**config.mk**
```make
export PLATFORM = sky130hd
export DESIGN_NAME = fnas_queue
export DESIGN_NICKNAME = d
export VERILOG_FILES = /design/src/rtl/fnas_pkg.sv /design/src/rtl/fnas_queue.sv
export SDC_FILE = /design/constraint.sdc
export NUM_CORES = 1
export LEC_CHECK = 0
export ABC_AREA = 0
export BUFFER_PORTS_ARGS = -buffer_cell sky130_fd_sc_hd__buf_2
export CORE_MARGIN = 2
export CORE_UTILIZATION = 40
export DETAILED_ROUTE_END_ITERATION = 16
export PLACE_DENSITY_LB_ADDON = 0.3
export SLEW_MARGIN = 25
export SYNTH_ARGS = -nofsm -noshare
export SYNTH_HDL_FRONTEND = slang
export SYNTH_SLANG_ARGS = --single-unit
```
**constraint.sdc**
```tcl
create_clock -name clock -period 8.7 [get_ports clock]
set_clock_uncertainty 0.05 [all_clocks]
set_input_delay 0.435 -clock clock [delete_from_list [all_inputs] [get_ports clock]]
set_output_delay 0.435 -clock clock [all_outputs]
set_load 0.01 [all_outputs]
```
**src/rtl/fnas_pkg.sv**
```systemverilog
// Package of the four-neighbor average stencil: widths, register indexes,
// queue sizing, the descriptor passed from front to back, and the size clamp.
// Depends on nothing.
`default_nettype none

package fnas_pkg;

   localparam int CELL_W      = 32;
   localparam int POS_W       = 10;
   localparam int DIM_REG_W   = 11;
   localparam int DIM_CLAMP_W = 17;
   localparam int CSR_IDX_W   = 4;
   localparam int CSR_DATA_W  = 32;

   localparam logic [CSR_IDX_W-1:0] CSR_GRID_ROWS = 4'd0;
   localparam logic [CSR_IDX_W-1:0] CSR_GRID_COLS = 4'd1;

   localparam logic [DIM_REG_W-1:0]   DIM_RESET = 11'd64;
   localparam logic [DIM_CLAMP_W-1:0] DIM_MIN   = 17'd3;

   localparam int FIFO_DEPTH = 4;
   localparam int FIFO_PTR_W = $clog2(FIFO_DEPTH);
   localparam int FIFO_CNT_W = FIFO_PTR_W + 1;
   localparam int FILL_W     = FIFO_CNT_W + 1;

   localparam logic [1:0] OFS_MINUS = 2'd0;
   localparam logic [1:0] OFS_ZERO  = 2'd1;
   localparam logic [1:0] OFS_PLUS  = 2'd2;

   localparam logic signed [CELL_W-1:0] PEAK_MIN = {1'b1, {(CELL_W-1){1'b0}}};

   typedef struct packed {
      logic [POS_W-1:0]         row;
      logic [POS_W-1:0]         col;
      logic signed [CELL_W-1:0] value;
      logic signed [CELL_W-1:0] peak;
      logic                     top;
      logic                     bottom;
      logic                     left;
      logic                     right;
   } desc_type;

   function automatic logic [DIM_CLAMP_W-1:0] clamp_dim(logic [DIM_REG_W-1:0] v,
                                                        int unsigned maxv);
      logic [DIM_CLAMP_W-1:0] w;
      logic [DIM_CLAMP_W-1:0] m;
      w = DIM_CLAMP_W'(v);
      m = DIM_CLAMP_W'(maxv);
      if (w < DIM_MIN) begin
         w = DIM_MIN;
      end else if (w > m) begin
         w = m;
      end
      return w;
   endfunction

endpackage

`default_nettype wire

```
**src/rtl/fnas_queue.sv**
```systemverilog
// Short descriptor queue between the stencil front and the burst back end.
// Uses fnas_pkg.
`default_nettype none

module fnas_queue (
   input  wire logic                          clock,
   input  wire logic                          reset,
   input  wire logic                          push,
   input  wire fnas_pkg::desc_type            push_desc,
   input  wire logic                          pop,
   output fnas_pkg::desc_type                 head,
   output logic                               head_valid,
   output logic [fnas_pkg::FIFO_CNT_W-1:0]    count
);

   fnas_pkg::desc_type slot_ff [fnas_pkg::FIFO_DEPTH];

   logic [fnas_pkg::FIFO_PTR_W-1:0] wr_ptr_ff, wr_ptr_in;
   logic [fnas_pkg::FIFO_PTR_W-1:0] rd_ptr_ff, rd_ptr_in;
   logic [fnas_pkg::FIFO_CNT_W-1:0] count_ff, count_in;

   always_comb begin
      wr_ptr_in = push ? wr_ptr_ff + fnas_pkg::FIFO_PTR_W'(1) : wr_ptr_ff;
      rd_ptr_in = pop ? rd_ptr_ff + fnas_pkg::FIFO_PTR_W'(1) : rd_ptr_ff;
      count_in  = count_ff + fnas_pkg::FIFO_CNT_W'(push) - fnas_pkg::FIFO_CNT_W'(pop);
   end

   always_ff @(posedge clock) begin
      if (reset) begin
         wr_ptr_ff <= '0;
         rd_ptr_ff <= '0;
         count_ff  <= '0;
      end else begin
         wr_ptr_ff <= wr_ptr_in;
         rd_ptr_ff <= rd_ptr_in;
         count_ff  <= count_in;
      end
      if (push) begin
         slot_ff[wr_ptr_ff] <= push_desc;
      end
   end

   assign head       = slot_ff[rd_ptr_ff];
   assign head_valid = count_ff != '0;
   assign count      = count_ff;

endmodule

`default_nettype wire

```
Word-level counts from Yosys, hierarchy flattened. Memories as Yosys holds them, arrays and structs flattened. A register that Yosys moved wholly into a read port is not among the register bits. Index checks and enable logic that the tools add are counted.

Bits in registers: 7. Output and inout port bits: 92. Memory bits (writable): 352. Logic and storage cells: 13. Bits of input ports: 92. Memories kept: 1.

Muxes and demuxes: 4. Reduce and logical (&&, ||, !) cells: 1. Add/subtract/negate cells: 4.

Memories: slot_ff (words 4, bits a word 88, read ports 1, clocked after memory_dff 1, write ports 1, line fnas_queue.sv:16) `fnas_pkg::desc_type slot_ff [fnas_pkg::FIFO_DEPTH];`.

Operators with widths (count): $add A2 B1 Y2 const B (2); $mux W2 (2); $add A3 B1 Y3 (1); $reduce_bool A3 Y1 (1); $sub A3 B1 Y3 (1); $mux W1 (2).

Logic depth before layout (Yosys ltp).
Depth in word-level cells: 3. Depth in mapped cells: 7. Mapped depth without buffers: 7.

Worst setup path before layout. OpenSTA, ideal clock, no wires.

Kind: register to register. Start: register wr_ptr_ff[0] in the netlist's numbering. End: memory slot_ff[0][0] in the netlist's numbering (enable). Path buffers: 0. Path slack: 5.609 ns. Required time: 8.194 ns. Cell stages (with the launch flop): 4. Data arrival time: 2.585 ns. Period minus slack after synthesis: 3.091 ns. Path through: dfxtp_1 -> inv_1 -> ha_1 -> and2_1.

RTL lines: from (decl) (line fnas_queue.sv:18) `logic [fnas_pkg::FIFO_PTR_W-1:0] wr_ptr_ff, wr_ptr_in;`; from (signal assigned) (line fnas_queue.sv:34) `wr_ptr_ff <= wr_ptr_in;`; to (decl) (line fnas_queue.sv:16).

No word-level cell before the write port.

==> results by group <==
Run status
  • Run status: completed

Clock tree
  • CTS Hold Buffers Added: 0
  • Clock Sinks: ~360
  • TritonCTS clock tree: done
  • H-tree Lvls: 2
  • Root Driver: clkbuf_16
  • Clock insertion delay at the later pin of the skew report: 0.50 ns
  • CTS buffer count: 38
  • Worst-path clk slew: 0.06 ns
  • Clock tree buffer depth: 3
  • Post-CTS Repair Setup Buffers: 0
  • CTS resizes: 0

Synthesis
  • Top_reg_cell synth: edfxtp_1
  • Synth unique cells: 21
  • Post-Syn Instances: 501
  • Post-synth ARST share: 0%
  • Number of flops mapped to enable cells by yosys: about 350
  • Yosys top cell by area: edfxtp_1
  • Mean Syn Cell Area: 26.20 um^2
  • Share of the synthesized area in the top cell type: 80.53%
  • Yosys reg bits: 361
  • Post-synth top cells: edfxtp_1, mux4_2, buf_2, dfxtp_1
  • Mapped cell area: approximately 13000 um^2
  • Yosys warning count: 0
  • Ranking of synthesized cells by area: edfxtp_1, mux4_2, dfxtp_1
  • Cell with the most instances after synthesis: edfxtp_1
  • Post-synthesis sequential area ratio: 81.91%
  • Syn nets: 600

Detailed routing
  • Vias/cell: 4.974
  • Vias: 5874
  • Detailed Route WL: 24280 um
  • Routed WL per cell: 20.56 um
  • ANT nets after route: 0
  • First-pass iteration count of the detailed router: 4
  • Detailed Route Iter0 Violations: 390
  • DRC viols: 0

Final layout
  • Share of post-route cells with drive strength above 1: between 40% and 50%
  • Syn-to-layout area delta: 20.07%
  • Filler cells: 2623
  • Total Nets Final: 809
  • Post-route cell area: approximately 16000 um^2

Worst setup path
  • CP cell instances: buf_6 -> mux4_2 -> buf_2
  • Critical path peak fanout: 48
  • Critical path buffers and inverters: 2
  • Critical path endpoint category: primary output
  • Cell family with most CP delay: flip-flops
  • Crit path required time: 8.22 ns
  • CP arrival: 2.92 ns
  • Critical path class: reg2out
  • Worst Setup Start Kind: flip-flop
  • Slowest cell on the critical path: dfxtp_4
  • CP max stage delay: a little over 0.9 ns
  • R2R Setup Slk: approximately 6.3 ns

Timing
  • Slew @ Worst Pin: between 0.8 and 0.9 ns
  • Final Critical Period: 3.410 ns
  • Setup TNS: 0 ns
  • Hold Fails Final Rpt: 0
  • Final Max Slew Viols: 0
  • RSZ-0062 raised after global routing: false
  • Fmax: roughly 290 MHz
  • Final setup violation count: 0
  • Final period util: around two fifths
  • Min Hold Slack: 0.08884 ns
  • Slew HR: 41.33%
  • Setup WS post-layout: 5.290 ns

Floorplanning
  • Die H: 185.1 um
  • Initial Util: 40.44%
  • Core region area: 32450 um^2
  • Die width: roughly 190 um
  • Die area: about 34000 um^2
  • I/O pin cnt: 184
  • Site Rows: between 60 and 70

GRT
  • GRT Residual Overflow: 0
  • All-Layer GR Usage: 14.38%
  • Initial antenna violation count: 4
  • Largest net degree at the start of global routing: 55
  • Vias in the first global route: 6438
  • Global-route wire length before repair: 36790 um

Power and ir drop
  • Sw Ratio: between 20% and 30%
  • LEAKAGE: 5.281 nW
  • P_int: 0.003131 W
  • Sw Pwr: 0.0008216 W
  • Maximum vdd drop: between 150 and 200 uV
  • Power per cell area: approximately 250 nW/um^2
  • Sequential group share of total power: 51.6%
  • Clock share of power: roughly 40%
  • Combinational cell fraction of total power: 8.7%

Flow run
  • Max-cap violation count: 0

Place
  • Routability cong.: about 0.7
  • Half-perimeter wire length after placement: 14320 um
  • Dpl ws: 5.395 ns
  • Post-DP Area: 14520 um^2
  • Port-buffer cells: 183

Min path
  • HP Class: in2reg
==> cell families after synthesis <==
logic type	count (synthesis)	synth area share [%]
DFF	361	81.91
and+or+nand+nor	13	0.5339
buffers and inverters	26	1.230
xor gates and xnor gates	3	0.3146
AOI/OAI and AO/OA	2	0.1144
adders and majority gates	7	0.7245
muxes	89	15.18
==> worst register-to-register path, delay by kind of cell (launching register included) <==
kind	cells	cell delay [ns]
fa+ha+maj	1	0.18
buf+inv	1	0.76
flops	1	0.41
simple gates	1	0.54
==> metal layers <==
layer / GRT usage [%] / up-vias / wire length (um)
li1: - / 2575 / -
met1: 18.58 / 3074 / 10170
met2: 23.72 / 176 / 11900
met3: 4.286 / 45 / 1709
met4: 4.190 / 4 / 483
met5: 0 / - / 21
==> state kept, by name, summed over array words and instances (netlist names), named ones only <==
name / count
slot_ff: 352
wr_ptr_ff: 2
rd_ptr_ff: 2
count: 3
==> worst paths after layout <==
| path | to | cells after the start | start |
|---|---|---|---|
| worst max register to register | slot_ff[3][2]$_DFFE_PP_ | 3 | wr_ptr_ff[0]$_SDFFE_PP0P_ |
| worst max-delay path | head[29] | 3 | flip-flop |
| worst min register to register | rd_ptr_ff[1]$_SDFFE_PP0P_ | 2 | rd_ptr_ff[0]$_SDFFE_PP0P_ |
| worst min-delay path | slot_ff[2][66]$_DFFE_PP_ | 1 | push_desc[66] |
==> layout make-up <==
cell class | count | area (um^2) | share of cell area, %
clock inverters | 20 | 229.0 | 1.453
flip-flops and latches | 361 | 10760 | 68.26
well taps | 442 | 553.0 | 3.509
clock buffers | 45 | 998.5 | 6.336
diodes | 4 | 10.01 | 0.06352
repair buffers | 189 | 964.7 | 6.121
multi-input cells | 114 | 2223 | 14.11
inverters | 6 | 22.52 | 0.1429
==> power by group through the flow <==
stage | Clock (W) | Combinational (W) | Sequential, W
2_1_floorplan | 0 | 0.000221 | 0.00206
3_3_place_gp | 0 | 0.000345 | 0.00207
3_5_place_dp | 0 | 0.000353 | 0.00208
4_1_cts | 0.00162 | 0.000355 | 0.00204
5_1_grt | 0.00169 | 0.000377 | 0.00205
6_report | 0.00157 | 0.000344 | 0.00204
==> placed cells by master (no fill, tap or decap), drive strengths merged, types with 5 or more instances in the layout <==
| cell | synthesis | routed |
|---|---|---|
| buf | 14 | 189 |
| bufinv | 0 | 5 |
| clkbuf | 6 | 45 |
| clkinv | 0 | 13 |
| dfxtp | 9 | 9 |
| edfxtp | 352 | 352 |
| ha | 6 | 6 |
| inv | 6 | 8 |
| mux4 | 88 | 88 |
| nor2 | 5 | 5 |
==> metrics by stage <==
stage / utilization, % / power, W / std cells
floorplan: - / 0.002278 / 501
detailed placement: 44.73 / 0.002430 / 1112
global route: 48.54 / 0.004115 / 1178
CTS: 48.52 / 0.004015 / 1177
finish: 48.56 / 0.003953 / 1181
global placement: 44.73 / 0.002414 / 1112
No activity file was read; power rests on OpenSTA's default activity.
