--- src/rtl/fnas_pkg.sv ---
// Package of the four-neighbor average stencil: widths, register indexes,
// queue sizing, the descriptor passed from front to back, and the size clamp.
// Depends on nothing.
`default_nettype none

package fnas_pkg;

   localparam int CELL_W      = 32;
   localparam int POS_W       = 10;
   localparam int DIM_REG_W   = 11;
   localparam int DIM_CLAMP_W = 17;
   localparam int CSR_IDX_W   = 4;
   localparam int CSR_DATA_W  = 32;

   localparam logic [CSR_IDX_W-1:0] CSR_GRID_ROWS = 4'd0;
   localparam logic [CSR_IDX_W-1:0] CSR_GRID_COLS = 4'd1;

   localparam logic [DIM_REG_W-1:0]   DIM_RESET = 11'd64;
   localparam logic [DIM_CLAMP_W-1:0] DIM_MIN   = 17'd3;

   localparam int FIFO_DEPTH = 4;
   localparam int FIFO_PTR_W = $clog2(FIFO_DEPTH);
   localparam int FIFO_CNT_W = FIFO_PTR_W + 1;
   localparam int FILL_W     = FIFO_CNT_W + 1;

   localparam logic [1:0] OFS_MINUS = 2'd0;
   localparam logic [1:0] OFS_ZERO  = 2'd1;
   localparam logic [1:0] OFS_PLUS  = 2'd2;

   localparam logic signed [CELL_W-1:0] PEAK_MIN = {1'b1, {(CELL_W-1){1'b0}}};

   typedef struct packed {
      logic [POS_W-1:0]         row;
      logic [POS_W-1:0]         col;
      logic signed [CELL_W-1:0] value;
      logic signed [CELL_W-1:0] peak;
      logic                     top;
      logic                     bottom;
      logic                     left;
      logic                     right;
   } desc_type;

   function automatic logic [DIM_CLAMP_W-1:0] clamp_dim(logic [DIM_REG_W-1:0] v,
                                                        int unsigned maxv);
      logic [DIM_CLAMP_W-1:0] w;
      logic [DIM_CLAMP_W-1:0] m;
      w = DIM_CLAMP_W'(v);
      m = DIM_CLAMP_W'(maxv);
      if (w < DIM_MIN) begin
         w = DIM_MIN;
      end else if (w > m) begin
         w = m;
      end
      return w;
   endfunction

endpackage

`default_nettype wire

--- src/rtl/fnas_back.sv ---
// Back end of the stencil: expands each descriptor into its burst of one to nine
// words and holds the output word. Uses fnas_pkg.
`default_nettype none

module fnas_back (
   input  wire logic                               clock,
   input  wire logic                               reset,
   input  wire fnas_pkg::desc_type                 head,
   input  wire logic                               head_valid,
   output logic                                    q_pop,
   output logic                                    rsp_empty,
   input  wire logic                               rsp_pop,
   output logic [fnas_pkg::POS_W-1:0]              rsp_out_row,
   output logic [fnas_pkg::POS_W-1:0]              rsp_out_col,
   output logic signed [fnas_pkg::CELL_W-1:0]      rsp_out_value,
   output logic signed [fnas_pkg::CELL_W-1:0]      rsp_peak_so_far,
   output logic                                    rsp_grid_done
);

   logic       started_ff, started_in;
   logic [1:0] dr_ff, dr_in;
   logic [1:0] dc_ff, dc_in;

   logic                               vld_ff, vld_in;
   logic [fnas_pkg::POS_W-1:0]         row_ff, row_in;
   logic [fnas_pkg::POS_W-1:0]         col_ff, col_in;
   logic signed [fnas_pkg::CELL_W-1:0] value_ff, value_in;
   logic signed [fnas_pkg::CELL_W-1:0] peak_ff, peak_in;
   logic                               done_ff, done_in;

   logic [1:0] first_dr, last_dr, first_dc, last_dc, cur_dr, cur_dc;
   logic       emit, last_dc_hit, burst_end;

   assign first_dr    = head.top ? fnas_pkg::OFS_MINUS : fnas_pkg::OFS_ZERO;
   assign last_dr     = head.bottom ? fnas_pkg::OFS_PLUS : fnas_pkg::OFS_ZERO;
   assign first_dc    = head.left ? fnas_pkg::OFS_MINUS : fnas_pkg::OFS_ZERO;
   assign last_dc     = head.right ? fnas_pkg::OFS_PLUS : fnas_pkg::OFS_ZERO;
   assign cur_dr      = started_ff ? dr_ff : first_dr;
   assign cur_dc      = started_ff ? dc_ff : first_dc;
   assign last_dc_hit = cur_dc == last_dc;
   assign burst_end   = last_dc_hit && (cur_dr == last_dr);
   assign emit        = head_valid && (!vld_ff || rsp_pop);
   assign q_pop       = emit && burst_end;

   always_comb begin
      started_in = started_ff;
      dr_in      = dr_ff;
      dc_in      = dc_ff;
      vld_in     = vld_ff && !rsp_pop;
      row_in     = row_ff;
      col_in     = col_ff;
      value_in   = value_ff;
      peak_in    = peak_ff;
      done_in    = done_ff;
      if (emit) begin
         started_in = !burst_end;
         if (last_dc_hit) begin
            dr_in = cur_dr + 2'd1;
            dc_in = first_dc;
         end else begin
            dr_in = cur_dr;
            dc_in = cur_dc + 2'd1;
         end
         vld_in   = 1'b1;
         row_in   = head.row + {{(fnas_pkg::POS_W-2){1'b0}}, cur_dr}
                    - fnas_pkg::POS_W'(1);
         col_in   = head.col + {{(fnas_pkg::POS_W-2){1'b0}}, cur_dc}
                    - fnas_pkg::POS_W'(1);
         value_in = head.value;
         peak_in  = head.peak;
         done_in  = head.bottom && head.right && burst_end;
      end
   end

   always_ff @(posedge clock) begin
      if (reset) begin
         started_ff <= 1'b0;
         vld_ff     <= 1'b0;
      end else begin
         started_ff <= started_in;
         vld_ff     <= vld_in;
      end
      dr_ff    <= dr_in;
      dc_ff    <= dc_in;
      row_ff   <= row_in;
      col_ff   <= col_in;
      value_ff <= value_in;
      peak_ff  <= peak_in;
      done_ff  <= done_in;
   end

   assign rsp_empty       = !vld_ff;
   assign rsp_out_row     = row_ff;
   assign rsp_out_col     = col_ff;
   assign rsp_out_value   = value_ff;
   assign rsp_peak_so_far = peak_ff;
   assign rsp_grid_done   = done_ff;

endmodule

`default_nettype wire

--- config.mk ---
export PLATFORM = sky130hd
export DESIGN_NAME = fnas_back
export DESIGN_NICKNAME = d
export VERILOG_FILES = /design/src/rtl/fnas_pkg.sv /design/src/rtl/fnas_back.sv
export SDC_FILE = /design/constraint.sdc
export NUM_CORES = 1
export LEC_CHECK = 0
export BUFFER_PORTS_ARGS = -buffer_cell sky130_fd_sc_hd__buf_4
export CAP_MARGIN = 15
export CELL_PAD_IN_SITES_DETAIL_PLACEMENT = 0
export CELL_PAD_IN_SITES_GLOBAL_PLACEMENT = 1
export CORE_MARGIN = 2
export CORE_UTILIZATION = 35
export CTS_BUF_LIST = sky130_fd_sc_hd__clkbuf_2
export DETAILED_ROUTE_END_ITERATION = 10
export MAX_ROUTING_LAYER = met4
export PLACE_DENSITY_LB_ADDON = 0.1
export SLEW_MARGIN = 10
export SYNTH_ARGS = -nofsm -noshare
export SYNTH_HDL_FRONTEND = slang
export SYNTH_SLANG_ARGS = --single-unit
export TNS_END_PERCENT = 50
--- constraint.sdc ---
create_clock -name clock -period 4.7 [get_ports clock]
set_input_delay 0.705 -clock clock [delete_from_list [all_inputs] [get_ports clock]]
set_output_delay 0.705 -clock clock [all_outputs]
set_load 0.01 [all_outputs]
=== Yosys cells after proc, flatten, opt, wreduce, memory -nomap -nowiden ===
Index checks and enable logic that the tools add are counted.

* Add/subtract/negate cells: 6
* Equal/unequal tests: 2
* Muxes and demuxes: 9
* Reductions and logical operators: 10

{| class="wikitable"
|+ Operator list
! operator !! number
|-
| adder 10 x 2 -> 10 bit || 2
|-
| subtractor 10 x 1 -> 10 bit (second input constant) || 2
|-
| two-way mux 2 bit || 6
|-
| logical AND 1 bit || 6
|-
| adder 2 x 1 -> 2 bit (second input constant) || 2
|-
| == test 2 bit || 2
|-
| logical NOT 1 bit || 3
|-
| two-way mux 1 bit || 3
|-
| logical OR 1 bit || 1
|}

* Bits in registers: 91
* Bits of input ports: 92
* Output and inout bits: 87
* Word-level logic and storage cells: 36

=== Depth between registers and ports, before layout ===
Gate-level depths: netlist (run 1).

* Depth after elaboration: 5
* Mapped depth: 13
* Depth with buffers taken out: 12

=== Worst setup path before layout (run 1) ===
No wires, ideal clock.

* Path type: input -> output
* Start: in rsp_pop
* End: out q_pop
* Arrival: 3.483 ns
* Required time: 3.995 ns
* Setup slack: 0.512 ns
* Stages on the path: 3
* Path buffers: 0
* Path through: nand2b_1 -> and2_1 -> and3_4

* Cells in the longest elaborated chain, start to end: 3

{| class="wikitable"
|+ RTL lines
! element !! RTL line !! text
|-
| from (decl) || fnas_back.sv:12 || <nowiki>input wire logic rsp_pop,</nowiki>
|-
| logical OR 1 bit || fnas_back.sv:42 || <nowiki>assign emit = head_valid && (!vld_ff || rsp_pop);</nowiki>
|-
| logical AND 1 bit || fnas_back.sv:42 ||
|-
| net emit || fnas_back.sv:32 || <nowiki>logic emit, last_dc_hit, burst_end;</nowiki>
|-
| logical AND 1 bit || fnas_back.sv:43 || <nowiki>assign q_pop = emit && burst_end;</nowiki>
|-
| to (decl) || fnas_back.sv:10 || <nowiki>output logic q_pop,</nowiki>
|}

The timed path passes the listed nets, and every way through them passes these cells.

=== Worst setup path after layout (run 1) ===
* Start: reg started_ff
* End: reg row_ff (netlist bit rsp_out_row[7]), data pin

* Cells in the longest elaborated chain, start to end: 3

{| class="wikitable"
|+ RTL lines
! element !! RTL line !! text
|-
| from (decl) || fnas_back.sv:20 || <nowiki>logic started_ff, started_in;</nowiki>
|-
| from (signal assigned) || fnas_back.sv:80 || <nowiki>started_ff <= started_in;</nowiki>
|-
| two-way mux 2 bit || fnas_back.sv:38 || <nowiki>assign cur_dr = started_ff ? dr_ff : first_dr;</nowiki>
|-
| adder 10 x 2 -> 10 bit || fnas_back.sv:65 || <nowiki>row_in = head.row + {{(fnas_pkg::POS_W-2){1'b0}}, cur_dr}</nowiki>
|-
| subtractor 10 x 1 -> 10 bit || fnas_back.sv:66 || <nowiki>- fnas_pkg::POS_W'(1);</nowiki>
|-
| to (signal assigned) || fnas_back.sv:85 || <nowiki>row_ff <= row_in;</nowiki>
|-
| to (decl) || fnas_back.sv:25 || <nowiki>logic [fnas_pkg::POS_W-1:0] row_ff, row_in;</nowiki>
|}

Every way passes these cells.
A chain may end at the register's enable or synchronous reset.

==> results of run 1 <==
area by class of cell:
cell class | count | area (sq um)
sequential | 91 | 2713
timing repair buffer | 179 | 1344
inverter | 41 | 153.9
clock buffer | 10 | 50.05
clock inverter | 6 | 63.81
tap | 140 | 175.2
fill | 961 | 5313
multi-input combinational | 130 | 980.9
layout by cell type (no fill, tap or decap), types with 6 or more instances in the layout:
master	netlist	routed
a211oi_1	6	6
a21oi_1	14	14
buf_4	0	179
clkbuf_2	0	10
edfxtp_1	89	89
ha_1	20	20
inv_1	41	41
nand2_1	7	7
nand3_1	7	7
nor2_1	14	14
nor3_1	6	6
o21ai_0	7	7
xnor2_1	8	8
power by group:
part           leakage, uW  internal, uW  switching (uW)
logic              0.00148           176             159
registers         0.000878           970            21.4
clock network    0.0000683           125             261
registers in the layout, indices dropped and copies added, names as in the netlist:
signal and cells:
rsp_grid_done 1, vld_ff 1, rsp_out_col 10, rsp_out_value 32
dr_ff 2, rsp_peak_so_far 32, dc_ff 2, started_ff 1
rsp_out_row 10
cell families (layout without fill, tap and decap cells):
group,Yosys count,in the layout
buffers and inverters,45,236
multiplexers,4,4
XOR/XNOR,11,11
flip-flops,91,91
AO/OA/AOI/OAI,38,38
adder cells (fa/ha/maj),22,22
AND/OR/NAND/NOR,55,55
path summary, 6_finish.rpt:
kind         startpoint        endpoint  slack, ns  cells after the start
max          started_ff  rsp_out_row[7]       1.72                     11
min reg2reg      vld_ff          vld_ff       0.54                      2
min               reset          vld_ff       0.32                      2
max reg2reg  started_ff  rsp_out_row[7]       1.72                     11
worst reg2reg max path: stages (launching register included):
cell	delay (ns)
dfxtp_1	0.50
o21ai_0	0.41
inv_1	0.08
ha_1	0.18
inv_1	0.05
ha_1	0.18
inv_1	0.06
fa_1	0.39
nand2b_1	0.20
a211oi_1	0.36
mux2i_1	0.24
o2111ai_1	0.12
per-layer routing:
metal  vias up  GRT usage  wire (um)
li1       1345          -          -
met1      1232     0.1589       3339
met2       109     0.2595       4502
met3        11    0.04842        881
met4         0    0.06044        125
met5         -          -          0
per-stage QoR:
| stage | util | hold slack, ns | setup WS, ns |
|---|---|---|---|
| 3_5_place_dp | 0.4972 | 0.5221 | 1.428 |
| 3_3_place_gp | 0.4972 | 0.5068 | 1.504 |
| 2_1_floorplan | - | 0.4587 | 0.5121 |
| 4_1_cts | 0.5078 | 0.2326 | 1.729 |
| 5_1_grt | 0.5078 | 0.2184 | 1.488 |
| 6_report | 0.5078 | 0.3195 | 1.719 |
==> flow_summary.ini, run 1 <==
[final_layout]
drive_gt1_frac = 0.4376
stdcell_count = 597
fin_area_sq_mm = 0.005480
antenna_cells = 0
nets = 566
syn2layout_area_growth_pct = 41.89

[critical_path]
crit_chain = o21ai_0 -> inv_1 -> ha_1 -> inv_1 -> ha_1 -> inv_1 -> fa_1 -> nand2b_1 -> a211oi_1 -> mux2i_1 -> o2111ai_1
arrival_ns = 3.28
worst-path-buf-inv = 3
cp-end-kind = flip-flop
crit_path_top_delay_cell = dfxtp_1
cp_top_family = compound AO/OA/AOI/OAI gates
crit_top_cell = inv_1
critPathRequiredTime_ns = 5.00
worstSetupStartpointType = flip-flop
path_max_fanout = 14
cpPeakStageDelay_ns = 0.50
crit_type = flip-flop to flip-flop

[drt]
viasPerCell = 4.518
vias = 2697
ant_nets = 0
wl_per_cell_um = 14.82
drtIter0Drc = 90
drc = 0
drt_pass1_iterations = 4
finalWirelength_mm = 8.848

[synthesis]
syn-mean-instance-area_sq_um = 14.52
synth_most_common_cell = edfxtp_1
seq_area_frac_synth = 0.7023
async_flop_share = 0
synth_compound_area_frac = 0.06317
ys_ff_latch = 91
synthAdderAreaFrac = 0.07515
synth_largest_area_cell = edfxtp_1
synth_top_family_by_area = simple AND/OR/NAND/NOR gates
synthSimpleGateAreaFrac = 0.07937
synth_cells = 266
synthXorXnorAreaFrac = 0.02494
syn-num-nets = 380
synth_edf_count = 89
syn-cell-area_sq_mm = 0.003862
synth_common_cells = edfxtp_1 (89), inv_1 (41), ha_1 (20)
synth_top_area_frac = 0.6919
synth_top_flop_cell = edfxtp_1
yosysWarningCount = 0
synth.distinct_cells = 37
synth_mux_area_frac = 0.01069
synthTopCellsByArea = edfxtp_1 (69%), ha_1 (6.5%), inv_1 (4.0%)

[sta]
max-slew-margin-rel = 0.3518
period_minus_slack_ns = 2.981
finalSetupTns_ns = 0
finalSetupViolCount = 0
rsz0062_at_grt = false
fin_worst_skew_ns = 0.02152
period_share = 0.6343
hold_viol = 0
worstMarginPinSlew_ns = 0.9723
slew_viol_final = 0
fmax_ghz = 0.3354

[clock_network]
post-cts-setup-buffers = 0
clk_pin_slew_ns = 0.24
clock_latency_ns = 0.51
clock-sinks = 91
htree_levels = 3
cts.path.max_buffers = 2
cts_buffers = 9
postCtsHoldBufs = 0
cts_resized = 0
cts-root-buf = clkbuf_2
cts_tree = built

[grt]
grt.overflow.total = 0
grt_use_total = 0.1503
grt_pass1_vias = 2526
grt_max_degree = 79
grt_pass1_wl_mm = 12.70
antenna_found_initial = 0

[pwr]
power_leakage_uw = 0.002425
p_total_uw = 1713
peakVddDrop_mv = 0.1405
power_density_mw_per_mm2 = 312.6

[flow_run]
drv_cap = 0

[die]
die_h_um = 109.1
rows = 38
ios = 179
start_util = 0.3579
die_x_um = 109.1
core_sq_mm = 0.01079
dieArea_sq_mm = 0.01189

[place]
place_inst = 581
postPlaceCellArea_sq_mm = 0.005366
dpl.hpwl_mm = 6.920
port_buffers = 178
routabilityCongestion = 0.7701

[hold_path]
hold_path_class = input port to flip-flop

[outcome]
status = completed
No activity file was read; power rests on OpenSTA's default activity.
==> inputs of run 2 (changes only) <==
ABC_AREA = 1   (was default)
CORE_UTILIZATION = 33   (was 35)
clock period = 2.7 ns   (was 4.7 ns; I/O delays follow)
==> run 2 against run 1 <==
Fmax is 22% higher. Global-route usage grew 1.1 points. Synthesized area increased by 0.78%. Sequential power is 74% higher. Clock power grew 82%. Count of clock-buffer cells in the layout down 1. Synthesized cell count rose by 15%. Total power up 81%. Non-clock buffer count rose by 66. Via count grew 12%. Die area is 6.6% higher. Setup slack lost 1.5 ns. Critical endpoint is now rsp_out_col[9].
==> flow_summary.ini, run 2 <==
[outcome]
status = completed

[critical_path]
arrival_ns = 2.78
path_max_fanout = 9
cpPeakStageDelay_ns = 0.64
r2r_slack_ns = 0.26
crit_type = flip-flop to flip-flop
r2r-end = rsp_out_col[9]
rr_worst_depth = 12
r2r-start = started_ff
crit_path_top_delay_cell = dfxtp_1
cp-end-kind = flip-flop
critPathRequiredTime_ns = 3.04
cp_top_family = adder cells
worstSetupStartpointType = flip-flop
crit_chain = nand2_1 -> nand2_2 -> inv_1 -> ha_1 -> inv_1 -> ha_1 -> inv_1 -> fa_1 -> o21ai_2 -> nand2_1 -> nand3_1 -> nand2_1
worst-path-buf-inv = 3

[drt]
drc = 0
drt_pass1_iterations = 4
ant_nets = 0
drtIter0Drc = 190
finalWirelength_mm = 9.988
vias = 3022
wl_per_cell_um = 14.11
viasPerCell = 4.268

[clock_network]
htree_levels = 3
cts_tree = built
post-cts-setup-buffers = 0
cts_buffers = 9
cts-root-buf = clkbuf_2
cts_resized = 0
cts.path.max_buffers = 2
clock-sinks = 91
clk_pin_slew_ns = 0.25
clock_latency_ns = 0.53

[die]
dieArea_sq_mm = 0.01268
die_h_um = 112.6
core_sq_mm = 0.01147
ios = 179
rows = 39
start_util = 0.3394
die_x_um = 112.6

[sta]
hold_viol = 0
finalSetupTns_ns = 0
slew_viol_final = 0
fin_worst_skew_ns = 0.01929
whs_ns = 0.1117
rsz0062_at_grt = false
worstMarginPinSlew_ns = 0.7375
period_minus_slack_ns = 2.435
finalSetupViolCount = 0
period_share = 0.9019
fmax_ghz = 0.4106
max-slew-margin-rel = 0.5083

[final_layout]
final_cell_mix = buf_4 (180), edfxtp_1 (89), nand2_1 (67)
drive_gt1_frac = 0.3752
stdcell_count = 708
syn2layout_area_growth_pct = 59.43
antenna_cells = 0
num-fill-cells = 987
final_common_cell = buf_4
nets = 674

[synthesis]
ys_ff_latch = 91
synth_most_common_cell = edfxtp_1
synth.distinct_cells = 21
yosysWarningCount = 0
synth_common_cells = edfxtp_1 (89), nand2_1 (67), inv_1 (60)
synth_top_flop_cell = edfxtp_1
seq_area_frac_synth = 0.6969
syn-cell-area_sq_mm = 0.003892
syn-num-nets = 419
synth_edf_count = 89
synth_top_area_frac = 0.6866
synth_cells = 305
synth_largest_area_cell = edfxtp_1
synthTopCellsByArea = edfxtp_1 (69%), nand2_1 (6.5%), ha_1 (6.4%)
syn-mean-instance-area_sq_um = 12.76
async_flop_share = 0

[hold_path]
min-delay-start = head_valid
hold_end = vld_ff
hold_path_class = input port to flip-flop
hold_depth = 3

[grt]
grtUsageMet1 = 0.1943
grt_pass1_wl_mm = 15.49
grt.overflow.total = 0
antenna_found_initial = 0
busiest_layer = met2
grt_use_total = 0.1613
grt_max_degree = 58
use_met2 = 0.2627
grt_pass1_vias = 3077
met3_usage = 0.04428

[flow_run]
drv_cap = 0

[place]
port_buffers = 178
routabilityCongestion = 0.7507
dpl.hpwl_mm = 7.013
place_inst = 627

[pwr]
p_total_uw = 3098
power_density_mw_per_mm2 = 499.2
peakVddDrop_mv = 0.2730
power_leakage_uw = 0.002899
## run 2: changes by cell type after synthesis, sizes merged, moves of 3 or more
cell	before	now
a211oi	6	0
nand3	7	21
nor3	7	0
xnor2	8	5
a21oi	14	11
o21ai	7	4
mux2i	3	0
and2	3	0
nand2	7	73
nand2b	3	0
inv	41	61
o21a	0	4
nor2	14	7
## run 2: layout make-up
| class | count | area (sq um) | area share |
|---|---|---|---|
| Sequential cell | 91 | 2713 | 0.4371 |
| Inverter | 61 | 244.0 | 0.03931 |
| Clock inverter | 7 | 75.07 | 0.01210 |
| Tap cell | 143 | 178.9 | 0.02883 |
| Clock buffer | 9 | 45.04 | 0.007258 |
| Timing Repair Buffer | 245 | 2002 | 0.3226 |
| Multi-Input combinational cell | 152 | 948.4 | 0.1528 |
## run 2: stage by stage
step | util | cell area (sq um) | setup slack [ns]
6_report | 0.5412 | 6206 | 0.2648
3_5_place_dp | 0.4740 | 5435 | 0.2405
4_1_cts | 0.5412 | 6206 | 0.2378
3_3_place_gp | 0.4740 | 5435 | 0.2976
5_1_grt | 0.5412 | 6206 | 0.02409
2_1_floorplan | - | 3916 | -0.1028
## run 2: worst max path at each step
stage / start / end / depth (start not counted)
final: started_ff / rsp_out_col[9] / 12
after floorplan: rsp_pop / q_pop / 4
after CTS: started_ff / rsp_out_col[9] / 12
after global placement: started_ff / rsp_out_col[9] / 12
after detailed placement: started_ff / rsp_out_col[9] / 12
after global routing: started_ff / rsp_out_col[9] / 12
## run 2: timing repair
| item | in CTS | in global routing |
|---|---|---|
| hold buffers | 65 | 0 |
| setup endpoints to repair | 0 | 0 |
| endpoints found under the hold margin | 65 | 0 |
## run 2: cell families after synthesis
kind of cell,after synthesis,share of synthesized area
AO/OA/AOI/OAI,20,0.03086
AND/OR/NAND/NOR,101,0.1151
buffers and inverters,62,0.06236
XOR/XNOR,9,0.02025
adder cells (fa/ha/maj),22,0.07457
flip-flops,91,0.6969
## run 2: routing by layer
metal  vias up  routed length, um
li1       1524                  -
met5         -                  0
met3        13                875
met1      1356               4153
met4         0                146
met2       129               4812
## run 2: power by group
part	internal, uW	total, uW	switching (uW)
combinational	355	669	314
sequential	1690	1730	39.7
clock	220	701	481
total	2260	3100	835
## run 2: tightest hold or removal path, stage by stage
cell     delay [ns]
buf_4          0.11
inv_2          0.06
a21oi_1        0.06
